### config.mk
export PLATFORM = sky130hd
export DESIGN_NAME = game_port_one_shot_timers_flat
export DESIGN_NICKNAME = d
export VERILOG_FILES = /design/src/gport_pkg.sv /design/src/gport_req_if.sv /design/src/gport_rsp_if.sv /design/src/game_port_one_shot_timers.sv /design/src/gport_ctrl.sv /design/src/gport_dp.sv /design/src/flat_wrapper.sv
export SDC_FILE = /design/constraint.sdc
export NUM_CORES = 1
export LEC_CHECK = 0
export ABC_AREA = 1
export BUFFER_PORTS_ARGS = -buffer_cell sky130_fd_sc_hd__buf_2
export CORE_UTILIZATION = 41
export DETAILED_ROUTE_END_ITERATION = 6
export GPL_TIMING_DRIVEN = 1
export PLACE_DENSITY = 0.59
export SKIP_CTS_REPAIR_TIMING = 1
export SLEW_MARGIN = 10
export SYNTH_ARGS = -nofsm -noshare
export SYNTH_HDL_FRONTEND = slang
export SYNTH_SLANG_ARGS = --single-unit
### constraint.sdc
create_clock -name clk -period 7.2 [get_ports clk]
set_input_delay 1.08 -clock clk [delete_from_list [all_inputs] [get_ports clk]]
set_output_delay 1.08 -clock clk [all_outputs]
set_load 0.02 [all_outputs]
### src/gport_pkg.sv
package gport_pkg;

	// Number of axis timers and button latches
	localparam int unsigned AXES = 4;
	localparam int unsigned AXIS_IDX_W = $clog2(AXES);
	localparam int unsigned CNT_W = 15;
	localparam int unsigned RES_W = 7;
	localparam int unsigned TICK_W = 16;
	localparam int unsigned BYTE_W = 8;
	localparam int unsigned RES_CODES = 1 << RES_W;

	// Pulse length formula constants
	localparam longint unsigned AXIS_BASE = 64'd242;
	localparam longint unsigned AXIS_SLOPE = 64'd110;
	localparam longint unsigned CLOCK_NUM = 64'd1431818;
	localparam longint unsigned CLOCK_DEN = 64'd1000000;

	// Configuration register indexes
	localparam logic CFG_STICK_ONE_PRESENT = 1'b0;
	localparam logic CFG_STICK_TWO_PRESENT = 1'b1;

	typedef enum logic [1:0] {
		OP_TRIGGER = 2'd0,
		OP_READ    = 2'd1,
		OP_TICK    = 2'd2
	} op_t;

	typedef logic [CNT_W-1:0] pulse_table_t [RES_CODES];

	// Pulse length for every resistance code, built at elaboration
	function automatic pulse_table_t build_pulse_table();
		pulse_table_t t;
		longint unsigned v;
		for (int r = 0; r < RES_CODES; r++) begin
			v = (AXIS_BASE + AXIS_SLOPE * longint'(r)) * CLOCK_NUM;
			t[r] = CNT_W'(v / CLOCK_DEN);
		end
		return t;
	endfunction

	localparam pulse_table_t PULSE_TABLE = build_pulse_table();
	localparam logic [CNT_W-1:0] PULSE_MAX = PULSE_TABLE[RES_CODES-1];

	// Request payload as seen by the datapath
	typedef struct packed {
		logic [TICK_W-1:0] tick_count;
		logic [AXES-1:0][RES_W-1:0] res;
		logic [AXES-1:0] fire;
	} req_t;

	// Controller to datapath
	typedef struct packed {
		logic capture;
		logic latch_buttons;
		logic load_axis;
		logic tick_axis;
		logic [AXIS_IDX_W-1:0] axis;
		logic out_load;
	} cmd_t;

	// Datapath to controller
	typedef struct packed {
		logic out_busy;
	} sts_t;

endpackage

### src/gport_req_if.sv
interface gport_req_if;
	logic valid;
	logic ready;
	logic [1:0] operation;
	logic [15:0] tick_count;
	logic [6:0] stick_one_x;
	logic [6:0] stick_one_y;
	logic [6:0] stick_two_x;
	logic [6:0] stick_two_y;
	logic stick_one_fire_a;
	logic stick_one_fire_b;
	logic stick_two_fire_a;
	logic stick_two_fire_b;

	modport source (
		output valid, operation, tick_count, stick_one_x, stick_one_y, stick_two_x,
			stick_two_y, stick_one_fire_a, stick_one_fire_b, stick_two_fire_a,
			stick_two_fire_b,
		input ready
	);

	modport sink (
		input valid, operation, tick_count, stick_one_x, stick_one_y, stick_two_x,
			stick_two_y, stick_one_fire_a, stick_one_fire_b, stick_two_fire_a,
			stick_two_fire_b,
		output ready
	);
endinterface

### src/gport_rsp_if.sv
interface gport_rsp_if;
	logic valid;
	logic ready;
	logic [7:0] port_byte;

	modport source (output valid, port_byte, input ready);
	modport sink (input valid, port_byte, output ready);
endinterface

### src/game_port_one_shot_timers.sv
// Two-stick game port with four one-shot axis timers.
//
// Requests arrive on req (valid/ready) and carry an operation: trigger loads
// all four axis counters from the stick resistances and latches the buttons
// (stored as released = 1); tick subtracts tick_count from every counter,
// stopping at zero; read returns one port_byte on rsp (valid/ready).
// Operation code three is dropped without effect.
// Rate: one request at a time. Trigger and tick keep ready low after acceptance
// while the axis walk runs (one counter per cycle through a shared lookup/subtract
// unit); a read waits in the response state until the output register is free,
// then loads its byte there and frees the request side at the same time.
// The result sits in an output register, so new requests are taken while it
// waits; a second read stalls in the block until the first byte is taken.
// cfg_we/cfg_index/cfg_data write the stick presence bits (index 0 stick one,
// index 1 stick two); write them only while the block is idle.
// Reset clears counters, button latches and presence bits; an absent stick
// reads as ones in all four of its bits.
module game_port_one_shot_timers (
	input  logic clk,
	input  logic arst_n,
	gport_req_if.sink req,
	gport_rsp_if.source rsp,
	input  logic cfg_we,
	input  logic cfg_index,
	input  logic cfg_data
);

	gport_pkg::req_t req_data;
	gport_pkg::cmd_t cmd;
	gport_pkg::sts_t sts;

	// Gather the request payload in axis order 1X, 1Y, 2X, 2Y
	assign req_data.tick_count = req.tick_count;
	assign req_data.res[0] = req.stick_one_x;
	assign req_data.res[1] = req.stick_one_y;
	assign req_data.res[2] = req.stick_two_x;
	assign req_data.res[3] = req.stick_two_y;
	assign req_data.fire[0] = req.stick_one_fire_a;
	assign req_data.fire[1] = req.stick_one_fire_b;
	assign req_data.fire[2] = req.stick_two_fire_a;
	assign req_data.fire[3] = req.stick_two_fire_b;

	gport_ctrl u_ctrl (
		.clk       (clk),
		.arst_n    (arst_n),
		.req_valid (req.valid),
		.operation (req.operation),
		.req_ready (req.ready),
		.sts       (sts),
		.cmd       (cmd)
	);

	gport_dp u_dp (
		.clk       (clk),
		.arst_n    (arst_n),
		.req       (req_data),
		.cmd       (cmd),
		.sts       (sts),
		.cfg_we    (cfg_we),
		.cfg_index (cfg_index),
		.cfg_data  (cfg_data),
		.out_ready (rsp.ready),
		.out_valid (rsp.valid),
		.out_byte  (rsp.port_byte)
	);

endmodule

### src/gport_ctrl.sv
module gport_ctrl (
	input  logic clk,
	input  logic arst_n,
	input  logic req_valid,
	input  logic [1:0] operation,
	output logic req_ready,
	input  gport_pkg::sts_t sts,
	output gport_pkg::cmd_t cmd
);

	typedef enum logic [3:0] {
		S_IDLE = 4'b0001,
		S_LOAD = 4'b0010,
		S_TICK = 4'b0100,
		S_RESP = 4'b1000
	} state_t;

	state_t state_q, state_d;
	logic [gport_pkg::AXIS_IDX_W-1:0] axis_q, axis_d;
	logic accept;
	logic last_axis;

	assign req_ready = (state_q == S_IDLE);
	assign accept = req_valid && req_ready;
	assign last_axis = (axis_q == gport_pkg::AXIS_IDX_W'(gport_pkg::AXES - 1));

	// Sequence one request: capture, walk the axes, or hand off the read byte
	always_comb begin
		state_d = state_q;
		axis_d = axis_q;
		cmd = '0;
		cmd.axis = axis_q;
		unique case (state_q)
			S_IDLE: begin
				cmd.capture = accept;
				if (accept) begin
					case (operation)
						gport_pkg::OP_TRIGGER: begin
							cmd.latch_buttons = 1'b1;
							state_d = S_LOAD;
						end
						gport_pkg::OP_TICK: state_d = S_TICK;
						gport_pkg::OP_READ: state_d = S_RESP;
						default: state_d = S_IDLE;
					endcase
				end
			end
			S_LOAD: begin
				cmd.load_axis = 1'b1;
				axis_d = axis_q + 1'b1;
				if (last_axis) begin
					state_d = S_IDLE;
				end
			end
			S_TICK: begin
				cmd.tick_axis = 1'b1;
				axis_d = axis_q + 1'b1;
				if (last_axis) begin
					state_d = S_IDLE;
				end
			end
			S_RESP: begin
				if (!sts.out_busy) begin
					cmd.out_load = 1'b1;
					state_d = S_IDLE;
				end
			end
			default: begin
				state_d = S_IDLE;
				axis_d = '0;
			end
		endcase
	end

	always_ff @(posedge clk or negedge arst_n) begin
		if (!arst_n) begin
			state_q <= S_IDLE;
			axis_q <= '0;
		end else begin
			state_q <= state_d;
			axis_q <= axis_d;
		end
	end

	// Axis walk always restarts from the first axis
	a_idle_axis_zero: assert property (@(posedge clk) disable iff (!arst_n)
		(state_q == S_IDLE) |-> (axis_q == '0))
		else $error("axis index not cleared in idle");

	// A read request leads to the response state
	a_read_to_resp: assert property (@(posedge clk) disable iff (!arst_n)
		(accept && operation == gport_pkg::OP_READ) |=> (state_q == S_RESP))
		else $error("read request did not reach response state");

	// Never overwrite a result still waiting at the output
	a_no_overwrite: assert property (@(posedge clk) disable iff (!arst_n)
		cmd.out_load |-> !sts.out_busy)
		else $error("output register overwritten");

endmodule

### src/gport_dp.sv
module gport_dp (
	input  logic clk,
	input  logic arst_n,
	input  gport_pkg::req_t req,
	input  gport_pkg::cmd_t cmd,
	output gport_pkg::sts_t sts,
	input  logic cfg_we,
	input  logic cfg_index,
	input  logic cfg_data,
	input  logic out_ready,
	output logic out_valid,
	output logic [gport_pkg::BYTE_W-1:0] out_byte
);

	logic [gport_pkg::AXES-1:0][gport_pkg::RES_W-1:0] res_q;
	logic [gport_pkg::TICK_W-1:0] tick_q;
	logic [gport_pkg::CNT_W-1:0] cnt_q [gport_pkg::AXES];
	logic [gport_pkg::AXES-1:0] btn_q;
	logic present_one_q, present_two_q;
	logic [gport_pkg::BYTE_W-1:0] out_byte_q;
	logic out_valid_q;
	logic [gport_pkg::CNT_W-1:0] cnt_sel;
	logic [gport_pkg::CNT_W-1:0] cnt_ticked;
	logic [gport_pkg::BYTE_W-1:0] byte_d;

	assign sts.out_busy = out_valid_q && !out_ready;
	assign out_valid = out_valid_q;
	assign out_byte = out_byte_q;

	// Hold the request fields for the axis walk
	always_ff @(posedge clk) begin
		if (cmd.capture) begin
			res_q <= req.res;
			tick_q <= req.tick_count;
		end
	end

	// Saturating subtract of the tick count from the selected counter
	assign cnt_sel = cnt_q[cmd.axis];
	always_comb begin
		if ({1'b0, cnt_sel} < tick_q) begin
			cnt_ticked = '0;
		end else begin
			cnt_ticked = cnt_sel - tick_q[gport_pkg::CNT_W-1:0];
		end
	end

	// Load or advance one axis counter per cycle; latch released buttons
	always_ff @(posedge clk or negedge arst_n) begin
		if (!arst_n) begin
			for (int i = 0; i < gport_pkg::AXES; i++) begin
				cnt_q[i] <= '0;
			end
			btn_q <= '0;
		end else begin
			if (cmd.load_axis) begin
				cnt_q[cmd.axis] <= gport_pkg::PULSE_TABLE[res_q[cmd.axis]];
			end else if (cmd.tick_axis) begin
				cnt_q[cmd.axis] <= cnt_ticked;
			end
			if (cmd.latch_buttons) begin
				btn_q <= ~req.fire;
			end
		end
	end

	// Stick presence registers
	always_ff @(posedge clk or negedge arst_n) begin
		if (!arst_n) begin
			present_one_q <= 1'b0;
			present_two_q <= 1'b0;
		end else if (cfg_we) begin
			unique case (cfg_index)
				gport_pkg::CFG_STICK_ONE_PRESENT: present_one_q <= cfg_data;
				gport_pkg::CFG_STICK_TWO_PRESENT: present_two_q <= cfg_data;
				default: ;
			endcase
		end
	end

	// Assemble the port byte; an absent stick reads all ones
	always_comb begin
		byte_d[0] = !present_one_q || (cnt_q[0] != '0);
		byte_d[1] = !present_one_q || (cnt_q[1] != '0);
		byte_d[2] = !present_two_q || (cnt_q[2] != '0);
		byte_d[3] = !present_two_q || (cnt_q[3] != '0);
		byte_d[4] = !present_one_q || btn_q[0];
		byte_d[5] = !present_one_q || btn_q[1];
		byte_d[6] = !present_two_q || btn_q[2];
		byte_d[7] = !present_two_q || btn_q[3];
	end

	always_ff @(posedge clk) begin
		if (cmd.out_load) begin
			out_byte_q <= byte_d;
		end
	end

	// Output register valid: set on load, drop when taken
	always_ff @(posedge clk or negedge arst_n) begin
		if (!arst_n) begin
			out_valid_q <= 1'b0;
		end else if (cmd.out_load) begin
			out_valid_q <= 1'b1;
		end else if (out_ready) begin
			out_valid_q <= 1'b0;
		end
	end

	a_load_shows: assert property (@(posedge clk) disable iff (!arst_n)
		cmd.out_load |=> out_valid_q)
		else $error("loaded result not presented");

	a_cnt_bounded: assert property (@(posedge clk) disable iff (!arst_n)
		(cnt_q[0] <= gport_pkg::PULSE_MAX) && (cnt_q[1] <= gport_pkg::PULSE_MAX) &&
		(cnt_q[2] <= gport_pkg::PULSE_MAX) && (cnt_q[3] <= gport_pkg::PULSE_MAX))
		else $error("axis counter above longest pulse");

	a_tick_no_rise: assert property (@(posedge clk) disable iff (!arst_n)
		cmd.tick_axis |=> (cnt_q[$past(cmd.axis)] <= $past(cnt_sel)))
		else $error("tick raised a counter");

endmodule

### src/flat_wrapper.sv
// flat-port wrapper written by rule: the top's interface ports become plain ports
module game_port_one_shot_timers_flat 
  (clk, arst_n, cfg_we, cfg_index, cfg_data, req_valid, req_operation, req_tick_count, req_stick_one_x, req_stick_one_y, req_stick_two_x, req_stick_two_y, req_stick_one_fire_a, req_stick_one_fire_b, req_stick_two_fire_a, req_stick_two_fire_b, req_ready, rsp_valid, rsp_port_byte, rsp_ready);
  gport_req_if req_i ();
  gport_rsp_if rsp_i ();
  input  logic clk;
  input  logic arst_n;
  input  logic cfg_we;
  input  logic cfg_index;
  input  logic cfg_data;
  input wire logic [$bits(req_i.valid)-1:0] req_valid;
  input wire logic [$bits(req_i.operation)-1:0] req_operation;
  input wire logic [$bits(req_i.tick_count)-1:0] req_tick_count;
  input wire logic [$bits(req_i.stick_one_x)-1:0] req_stick_one_x;
  input wire logic [$bits(req_i.stick_one_y)-1:0] req_stick_one_y;
  input wire logic [$bits(req_i.stick_two_x)-1:0] req_stick_two_x;
  input wire logic [$bits(req_i.stick_two_y)-1:0] req_stick_two_y;
  input wire logic [$bits(req_i.stick_one_fire_a)-1:0] req_stick_one_fire_a;
  input wire logic [$bits(req_i.stick_one_fire_b)-1:0] req_stick_one_fire_b;
  input wire logic [$bits(req_i.stick_two_fire_a)-1:0] req_stick_two_fire_a;
  input wire logic [$bits(req_i.stick_two_fire_b)-1:0] req_stick_two_fire_b;
  output wire logic [$bits(req_i.ready)-1:0] req_ready;
  output wire logic [$bits(rsp_i.valid)-1:0] rsp_valid;
  output wire logic [$bits(rsp_i.port_byte)-1:0] rsp_port_byte;
  input wire logic [$bits(rsp_i.ready)-1:0] rsp_ready;
  assign req_i.valid = req_valid;
  assign req_i.operation = req_operation;
  assign req_i.tick_count = req_tick_count;
  assign req_i.stick_one_x = req_stick_one_x;
  assign req_i.stick_one_y = req_stick_one_y;
  assign req_i.stick_two_x = req_stick_two_x;
  assign req_i.stick_two_y = req_stick_two_y;
  assign req_i.stick_one_fire_a = req_stick_one_fire_a;
  assign req_i.stick_one_fire_b = req_stick_one_fire_b;
  assign req_i.stick_two_fire_a = req_stick_two_fire_a;
  assign req_i.stick_two_fire_b = req_stick_two_fire_b;
  assign req_ready = req_i.ready;
  assign rsp_valid = rsp_i.valid;
  assign rsp_port_byte = rsp_i.port_byte;
  assign rsp_i.ready = rsp_ready;
  game_port_one_shot_timers u_core (.clk(clk), .arst_n(arst_n), .req(req_i), .rsp(rsp_i), .cfg_we(cfg_we), .cfg_index(cfg_index), .cfg_data(cfg_data));
endmodule
==> results of run 1 <==
flip-flops by register name, summed over array words and instances, names as in the netlist:
name,cells
u_core.u_dp.cnt_q,60
u_core.u_dp.present_one_q,1
u_core.u_dp.res_q,28
u_core.u_ctrl.axis_q,2
u_core.u_dp.btn_q,4
u_core.u_dp.out_byte,8
u_core.u_dp.tick_q,16
u_core.u_dp.out_valid,1
u_core.u_ctrl.state_q,4
u_core.u_dp.present_two_q,1
final cells by class:
class / instances / area [um^2] / share of cell area
Inverter: 99 / 374 / 0.0409
Clock inverter: 13 / 151 / 0.0166
Multi-Input combinational cell: 827 / 4080 / 0.446
Clock buffer: 19 / 453 / 0.0495
Timing Repair Buffer: 71 / 370 / 0.0405
Tap cell: 260 / 325 / 0.0356
Sequential cell: 125 / 3390 / 0.371
cell usage in the layout (no fill, tap or decap), types with 6 or more instances in the layout:
master     netlist  final
nand3_2          8      8
inv_1           90     90
nand2_2         13     13
nor3_1           7      7
edfxtp_1        52     52
buf_2           10     65
o22ai_1         15     15
o21ai_1         24     24
clkbuf_16        0     17
o21ai_0         57     57
nor4_1          12     12
nand4_1          8      8
inv_2            8      8
nor2_1          96     95
nand2_1        359    359
buf_4            6      6
nand3_1        106    106
ha_1            33     33
dfrtp_1         72     72
a21oi_1         50     50
kinds of logic (layout without fill, tap and decap cells):
group,after synthesis,count (layout)
compound gates,163,163
flops,125,125
buf+inv,137,202
simple gates,622,622
fa+ha+maj,34,34
xor+xnor,8,8
per-layer routing:
metal	GRT usage	wire [um]
met1	0.330	10500
met2	0.376	10400
met3	0.0552	1610
met4	0.0917	545
met5	0	0
through the flow:
| stage | std cells | util |
|---|---|---|
| after floorplan | 1089 | - |
| after global placement | 1382 | 0.450 |
| after detailed placement | 1382 | 0.450 |
| after CTS | 1414 | 0.482 |
| after global routing | 1414 | 0.482 |
| final | 1414 | 0.482 |
worst min-delay path by stage:
| stage | startpoint | to | slack [ns] |
|---|---|---|---|
| after floorplan | u_core.u_dp.btn_q[0] | u_core.u_dp.btn_q[0] | 0.45 |
| after global placement | u_core.u_dp.btn_q[0] | u_core.u_dp.btn_q[0] | 0.47 |
| after detailed placement | u_core.u_dp.btn_q[0] | u_core.u_dp.btn_q[0] | 0.47 |
| after CTS | u_core.u_dp.btn_q[0] | u_core.u_dp.btn_q[0] | 0.49 |
| after global routing | u_core.u_dp.cnt_q[38] | u_core.u_dp.cnt_q[38] | 0.52 |
| final | u_core.u_dp.btn_q[0] | u_core.u_dp.btn_q[0] | 0.48 |
worst max-delay path, stage by stage, from the launching register on:
cell and delay [ns]:
dfrtp_1 0.97, inv_2 0.50, a32oi_1 0.38, inv_1 0.10
fa_1 0.47, o21ai_2 0.27, nand3_1 0.10, nand2_1 0.13
nand3_1 0.09, nand2_2 0.21, inv_2 0.11, o21ai_1 0.31
nand3_1 0.12, nand2_1 0.08
power by group through the flow:
stage / Combinational [uW] / Clock [uW] / Sequential, uW
6_report: 1980 / 881 / 1030
5_1_grt: 2240 / 927 / 1050
4_1_cts: 1960 / 899 / 1030
3_5_place_dp: 1950 / 0 / 1040
3_3_place_gp: 1970 / 0 / 1040
2_1_floorplan: 1480 / 0 / 1020
==> results.yml, run 1 <==
drt:
  drtIter0Drc: 770
  via_count: 7463
  post-route-drc-count: 0
  wirelength_mm: 23.0
  viasPerCell: 5.28
  wire_per_inst_um: 16.2
  ant_nets: 0
  first_pass_iters: 5
sta:
  fmax_mhz: 254
  holdWs_ns: 0.483
  tns_ns: 0
  grt_setup_unrepaired: "no"
  finalSetupViolCount: 0
  min_period_over_period: 0.546
  setup_slack_ns: 3.27
  hold_viol: 0
  worst_pin_slew_ns: 1.15
  fin_skew_ns: 0.0165
  period_needed_ns: 3.93
  slew_headroom: 0.229
  drv_slew: 0
power_and_ir_drop:
  peakVddDrop_mv: 0.259
  p_int_uw: 2080
  pwr-share-clk: 0.227
  power_leakage_uw: 0.00453
  finalPower_uw: 3890
  comb_power_share: 0.509
  p_switching_uw: 1810
  seqPwrFrac: 0.264
  p_per_area_nw_per_um2: 425
  p_sw_frac: 0.466
synth:
  async_flop_share: 0.584
  muxShareOfSynthArea: 0
  synth_flop_cell: "dfrtp_1"
  synth-adder-area-share: 0.0537
  synth.avg_cell_area_um2: 7.40
  netlist.area_leader.share: 0.224
  synth.most_common_cell: "nand2_1"
  synth.top_cells.by_area: "dfrtp_1 22%, edfxtp_1 19%, nand2_1 17%"
  yosysWarnings: 0
  synth_edf_count: 52
  ys_seq_area_frac: 0.421
  synthSimpleGateAreaFrac: 0.332
  synth-compound-area-share: 0.111
  yosys_register_bits: 125
  syn_area_um2: 8060
  synth_cell_types: 45
  synth_nets: 1180
  synth_xor_area_frac: 0.00870
  synth_top_family_by_area: "simple AND/OR/NAND/NOR gates"
  netlist_instances: 1089
  synthTopCellsByCount: "359 x nand2_1, 106 x nand3_1, 96 x nor2_1"
  yosysTopAreaCell: "dfrtp_1"
clocking:
  h-tree-depth: 4
  clk_path_buf_depth: 2
  cts.clk_slew.worst_paths_ns: 0.06
  numClockSinks: 125
  cts.root.buffer_cell: "clkbuf_16"
  cts_buffers: 17
  clk_latency_ns: 0.42
  tritoncts: "yes"
global_route:
  grt_overflow: 0
  grt_pass1_wl_mm: 37.5
  track_usage: 0.243
  grt_max_degree: 74
  grt_pass1_vias: 7126
  antenna_found_initial: 0
worst_setup_path:
  end_kind: "flip-flop"
  critical_path.max_fanout: 29
  endpoint: "u_core.u_dp.cnt_q[4]"
  worstPathArrival_ns: 4.28
  critPathRequiredTime_ns: 7.55
  timing.rr.start: "u_core.u_ctrl.axis_q[1]"
  critPathLaunchType: "flip-flop"
  rrSetupSlack_ns: 3.27
  r2r_end: "u_core.u_dp.cnt_q[4]"
  cp-startpoint: "u_core.u_ctrl.axis_q[1]"
  criticalPathCategory: "reg2reg"
  r2r_cells: 13
floorplanning:
  start_util: 0.425
  num_rows: 50
  dieArea_um2: 20200
  ioPinCount: 67
  die_w_um: 142
  die_h_um: 142
  core-area_um2: 19000
min_path:
  hp-class: "reg2reg"
  holdPathStages: 2
placement:
  place_ws_ns: 3.38
  routabilityCongestion: 0.947
  portBuffers: 66
  hpwl_mm: 16.3
  dpl_cell_area_um2: 8540
cells_and_area:
  diodes: 0
  postLayoutCellArea_um2: 9140
  fillCellCount: 1897
  syn_to_final_growth_pct: 13.5
  nNetsFinal: 1232
  drive_gt1_frac: 0.130
outcome:
  status: "completed"
flow_run:
  maxCapViolations: 0
(Power assumes the default switching activity.)
==> run 2: changes to the inputs <==
--- a/config.mk
+++ b/config.mk
@@ -10,7 +10,7 @@
 export CORE_UTILIZATION = 41
 export DETAILED_ROUTE_END_ITERATION = 6
 export GPL_TIMING_DRIVEN = 1
-export PLACE_DENSITY = 0.59
+export PLACE_DENSITY = 0.61
 export SKIP_CTS_REPAIR_TIMING = 1
 export SLEW_MARGIN = 10
 export SYNTH_ARGS = -nofsm -noshare
==> constraint.sdc (replaced) <==
create_clock -name clk -period 3.2 [get_ports clk]
set_input_delay 0.48 -clock clk [delete_from_list [all_inputs] [get_ports clk]]
set_output_delay 0.48 -clock clk [all_outputs]
set_load 0.02 [all_outputs]
==> run 2 against run 1 <==
  * Wire length is 0.64% higher
  * Largest power group unchanged
  * Critical endpoint is now u_core.u_dp.cnt_q[49]
  * Sequential share of layout area is 0.39 points lower
  * Sequential power is 120% higher
  * Cell count is 0.92% higher
  * Critical path type unchanged
  * Setup slack worse by 3.1 ns
  * Register-to-register slack worse by 3.1 ns
  * Non-clock buffer count is 13 higher
  * Count of clock-buffer cells in the layout is 1 higher
  * Via count is 1.6% higher
==> results.yml, run 2 (synthesis results as in run 1) <==
outcome:
  status: "completed"
global_route:
  grt_pass1_vias: 6953
  grt_max_degree: 74
  grt_pass1_wl_mm: 37.4
  track_usage: 0.244
  antenna_found_initial: 0
  grt_overflow: 0
worst_setup_path:
  critPathRequiredTime_ns: 3.56
  crit_family: "simple AND/OR/NAND/NOR gates"
  worstPathCellList: "buf_4, nor2_1, inv_1, a32oi_1, inv_1, fa_1, o21ai_2, nand3_1, nand2_1, nand3_1, nand2_4, inv_2, o21ai_1, nand3_1, nand2_1"
  criticalPathCategory: "reg2reg"
  r2r_cells: 15
  rrSetupSlack_ns: 0.18
  critical_path.max_fanout: 10
  critPathLaunchType: "flip-flop"
  cp_slowest_cell: "fa_1"
  r2r_end: "u_core.u_dp.cnt_q[49]"
  path_common_cell: "nand3_1"
  slowest_delay_ns: 0.48
  worstPathArrival_ns: 3.38
  end_kind: "flip-flop"
  timing.rr.start: "u_core.u_ctrl.axis_q[0]"
  path_buf_inv: 4
power_and_ir_drop:
  p_sw_frac: 0.470
  p_int_uw: 4640
  seqPwrFrac: 0.264
  p_switching_uw: 4110
  peakVddDrop_mv: 0.430
  finalPower_uw: 8750
  comb_power_share: 0.525
  power_leakage_uw: 0.00457
  p_per_area_nw_per_um2: 947
  pwr-share-clk: 0.210
drt:
  viasPerCell: 5.32
  wire_per_inst_um: 16.2
  via_count: 7585
  post-route-drc-count: 0
  first_pass_iters: 5
  wirelength_mm: 23.1
  ant_nets: 0
  drtIter0Drc: 691
sta:
  worst_pin_slew_ns: 0.958
  period_needed_ns: 3.02
  fmax_mhz: 332
  finalSetupViolCount: 0
  fin_skew_ns: 0.0148
  min_period_over_period: 0.942
  slew_headroom: 0.361
  hold_viol: 0
  drv_slew: 0
cells_and_area:
  drive_gt1_frac: 0.141
  syn_to_final_growth_pct: 14.7
  nNetsFinal: 1245
  reg.largest.list: "u_core.u_dp.cnt_q (60), u_core.u_dp.res_q (28), u_core.u_dp.tick_q (16)"
  layout_commonest_cell: "nand2_1"
  top_register: "u_core.u_dp.cnt_q"
  diodes: 0
  largest_register_ffs: 60
  postLayoutCellArea_um2: 9240
  final_cell_mix: "358 x nand2_1, 106 x nand3_1, 95 x nor2_1"
clocking:
  cts_buffers: 17
  tritoncts: "yes"
  h-tree-depth: 4
  clk_path_buf_depth: 2
  cts.clk_slew.worst_paths_ns: 0.06
  numClockSinks: 125
  clk_latency_ns: 0.42
  cts.root.buffer_cell: "clkbuf_16"
floorplanning:
  ioPinCount: 67
  die_w_um: 142
  die_h_um: 142
  dieArea_um2: 20200
  num_rows: 50
  core-area_um2: 19000
  start_util: 0.425
placement:
  routabilityCongestion: 0.972
  dpl_cell_area_um2: 8660
  portBuffers: 66
  hpwl_mm: 16.9
flow_run:
  maxCapViolations: 0
min_path:
  hp-class: "in2async"
-- run 2: cell types whose count changed in the layout (fill, tap and decap cells not counted), sizes merged --
cell | before | now
clkbuf | 19 | 20
bufinv | 2 | 1
buf | 71 | 84
clkinvlp | 0 | 3
inv | 105 | 102
-- run 2: how the worst max path moves through the flow --
stage	from	endpoint	slack, ns	depth (start not counted)
4_1_cts	u_core.u_ctrl.axis_q[0]	u_core.u_dp.cnt_q[28]	0.19	15
5_1_grt	u_core.u_ctrl.axis_q[0]	u_core.u_dp.cnt_q[27]	-0.008	17
3_5_place_dp	u_core.u_ctrl.axis_q[0]	u_core.u_dp.cnt_q[28]	0.21	15
2_1_floorplan	u_core.u_ctrl.axis_q[1]	u_core.u_dp.cnt_q[2]	0.19	17
3_3_place_gp	u_core.u_ctrl.axis_q[0]	u_core.u_dp.cnt_q[28]	0.22	15
6_report	u_core.u_ctrl.axis_q[0]	u_core.u_dp.cnt_q[49]	0.18	15
-- run 2: routing by layer --
layer / global-route usage / up-vias / wire (um)
met5: 0 / - / 0
met4: 0.0877 / 0 / 426
met3: 0.0488 / 32 / 1730
met2: 0.371 / 306 / 10400
met1: 0.344 / 3512 / 10600
li1: - / 3735 / -
-- run 2: final cells by class --
type | instances | area, um^2
well taps | 260 | 325
multi-input cells | 827 | 4090
clock inverters | 12 | 113
fillers | 1876 | 9720
repair buffers | 84 | 497
inverters | 99 | 374
clock buffers | 20 | 447
flip-flops and latches | 125 | 3390
-- run 2: power by group through the flow --
stage	registers (uW)	clock network (uW)	logic [uW]
CTS	2310	1870	4500
global placement	2330	0	4520
global route	2350	1950	5140
detailed placement	2330	0	4480
finish	2310	1840	4600
floorplan	2280	0	3340
-- run 2: worst register-to-register path, cell delays in order, from the launching register on --
cell and delay [ns]:
dfrtp_1 0.43, buf_4 0.18, nor2_1 0.10, inv_1 0.04
a32oi_1 0.26, inv_1 0.10, fa_1 0.48, o21ai_2 0.19
nand3_1 0.08, nand2_1 0.14, nand3_1 0.16, nand2_4 0.18
inv_2 0.08, o21ai_1 0.33, nand3_1 0.12, nand2_1 0.08
-- run 2: metrics by stage --
stage	setup WS [ns]	hold WS, ns	cells	TNS, ns	utilization
2_1_floorplan	0.190	0.184	1089	0	-
3_3_place_gp	0.222	0.467	1395	0	0.457
3_5_place_dp	0.211	0.473	1395	0	0.457
4_1_cts	0.188	0.212	1427	0	0.486
5_1_grt	-0.00788	0.208	1427	-0.0148	0.487
6_report	0.185	0.199	1427	0	0.487
==> run 3: changes to the inputs <==
--- a/config.mk
+++ b/config.mk
@@ -7,10 +7,11 @@
 export LEC_CHECK = 0
 export ABC_AREA = 1
 export BUFFER_PORTS_ARGS = -buffer_cell sky130_fd_sc_hd__buf_2
-export CORE_UTILIZATION = 41
+export CORE_ASPECT_RATIO = 0.5
+export CORE_UTILIZATION = 45
 export DETAILED_ROUTE_END_ITERATION = 6
 export GPL_TIMING_DRIVEN = 1
-export PLACE_DENSITY = 0.61
+export PLACE_DENSITY = 0.66
 export SKIP_CTS_REPAIR_TIMING = 1
 export SLEW_MARGIN = 10
 export SYNTH_ARGS = -nofsm -noshare
==> run 3 against run 2 <==
  * Critical path depth is 2 lower
  * Total power is 1.4% higher
  * Final area is 0.19% higher
  * Via count is 2.6% higher
  * Setup slack worse by 0.035 ns
  * Wire length is 1.5% higher
  * Largest cell class unchanged
==> results.yml, run 3 (synthesis results as in run 1) <==
outcome:
  status: "completed"
sta:
  worst_pin_slew_ns: 0.810
  fin_skew_ns: 0.0149
  hold_viol: 0
  finalSetupViolCount: 0
  fmax_mhz: 328
  min_period_over_period: 0.953
  period_needed_ns: 3.05
  drv_slew: 0
  slew_headroom: 0.459
clocking:
  numClockSinks: 125
  tritoncts: "yes"
  cts_buffers: 17
  clk_path_buf_depth: 2
  h-tree-depth: 4
  cts.root.buffer_cell: "clkbuf_16"
  cts.clk_slew.worst_paths_ns: 0.07
  clk_latency_ns: 0.42
worst_setup_path:
  critPathLaunchType: "flip-flop"
  path_common_cell: "nand2_1"
  rrSetupSlack_ns: 0.15
  critical_path.max_fanout: 27
  worstPathArrival_ns: 3.36
  slowest_delay_ns: 0.44
  crit_family: "compound AO/OA/AOI/OAI gates"
  cp-startpoint: "u_core.u_ctrl.axis_q[0]"
  cp_slowest_cell: "dfrtp_1"
  timing.rr.start: "u_core.u_ctrl.axis_q[0]"
  criticalPathCategory: "reg2reg"
  end_kind: "flip-flop"
  path_buf_inv: 1
  critPathRequiredTime_ns: 3.51
  worstPathCellList: "inv_4, o21ai_0, o22ai_1, ha_1, a21oi_1, o21ai_0, nand2_1, nand4_1, or2_2, nand3_1, nand2_1, nand3_1, nand2_1"
global_route:
  grt_max_degree: 74
  grt_overflow: 0
  track_usage: 0.262
  antenna_found_initial: 0
  grt_pass1_wl_mm: 38.0
  grt_pass1_vias: 7230
power_and_ir_drop:
  finalPower_uw: 8870
  power_leakage_uw: 0.00461
  peakVddDrop_mv: 0.398
  p_switching_uw: 4190
  pwr-share-clk: 0.215
  comb_power_share: 0.523
  p_per_area_nw_per_um2: 958
  p_sw_frac: 0.472
  p_int_uw: 4680
  seqPwrFrac: 0.261
drt:
  first_pass_iters: 6
  drtIter0Drc: 1111
  wirelength_mm: 23.5
  viasPerCell: 5.54
  post-route-drc-count: 0
  via_count: 7783
  wire_per_inst_um: 16.7
  ant_nets: 0
cells_and_area:
  syn_to_final_growth_pct: 14.9
  fillCellCount: 1673
  diodes: 0
  multi_input_area_um2: 4110
  layout_commonest_cell: "nand2_1"
  fin_util: 0.531
  drive_gt1_frac: 0.147
  final_cell_mix: "358 x nand2_1, 106 x nand3_1, 95 x nor2_1"
  reg.largest.list: "u_core.u_dp.cnt_q (60), u_core.u_dp.res_q (28), u_core.u_dp.tick_q (16)"
  largest_register_ffs: 60
  top_register: "u_core.u_dp.cnt_q"
  register_area_um2: 3390
  nNetsFinal: 1248
floorplanning:
  die_h_um: 96.6
  start_util: 0.462
  num_rows: 34
  core-area_um2: 17400
  dieArea_um2: 18500
  die_w_um: 191
  ioPinCount: 67
placement:
  routabilityCongestion: 0.943
  portBuffers: 66
  hpwl_mm: 17.0
min_path:
  hp-class: "in2async"
flow_run:
  maxCapViolations: 0
## run 3: cell types whose count changed in the layout (fill, tap and decap cells not counted), moves of 2 or more
cell	before	now
o21ai_1	24	21
inv_2	8	6
inv_4	2	4
inv_6	2	6
o21ai_2	2	5
buf_4	16	19
clkinvlp_4	3	1
## run 3: layout make-up
cell class	instances	share of cell area
clock inverter	13	0.0138
inverter	99	0.0410
timing repair buffer	87	0.0545
multi-input combinational	827	0.444
sequential	125	0.366
tap	234	0.0316
clock buffer	19	0.0491
## run 3: power groups by stage
stage	Combinational, uW	Clock, uW	Sequential [uW]
finish	4640	1910	2320
global route	5150	2000	2350
CTS	4470	1930	2310
floorplan	3340	0	2280
global placement	4430	0	2330
detailed placement	4440	0	2330
## run 3: per-layer routing
metal | GRT usage | part of all wire | up-vias
met5 | 0 | 0 | -
met4 | 0.0726 | 0.015 | 0
met3 | 0.0700 | 0.10 | 50
met2 | 0.386 | 0.43 | 414
met1 | 0.378 | 0.45 | 3579
li1 | - | - | 3740
## run 3: stage by stage
stage	setup WS, ns	std cells	cell area, um^2	hold WS (ns)	setup TNS [ns]
3_3_place_gp	0.240	1370	8620	0.466	0
3_5_place_dp	0.0949	1370	8620	0.474	0
5_1_grt	-0.00552	1404	9260	0.0989	-0.00552
2_1_floorplan	0.190	1089	8060	0.184	0
4_1_cts	0.0775	1402	9200	0.101	0
6_report	0.150	1404	9260	0.0755	0
## run 3: worst paths after layout
kind	endpoint	depth (start not counted)
worst max register to register	u_core.u_dp.cnt_q[26]	13
worst min register to register	u_core.u_dp.btn_q[0]	2
worst min-delay path	u_core.u_dp.cnt_q[21]	2
max in group asynchronous	u_core.u_ctrl.state_q[0]	2
worst max-delay path	u_core.u_dp.cnt_q[26]	13
min in group clk	u_core.u_dp.tick_q[9]	1
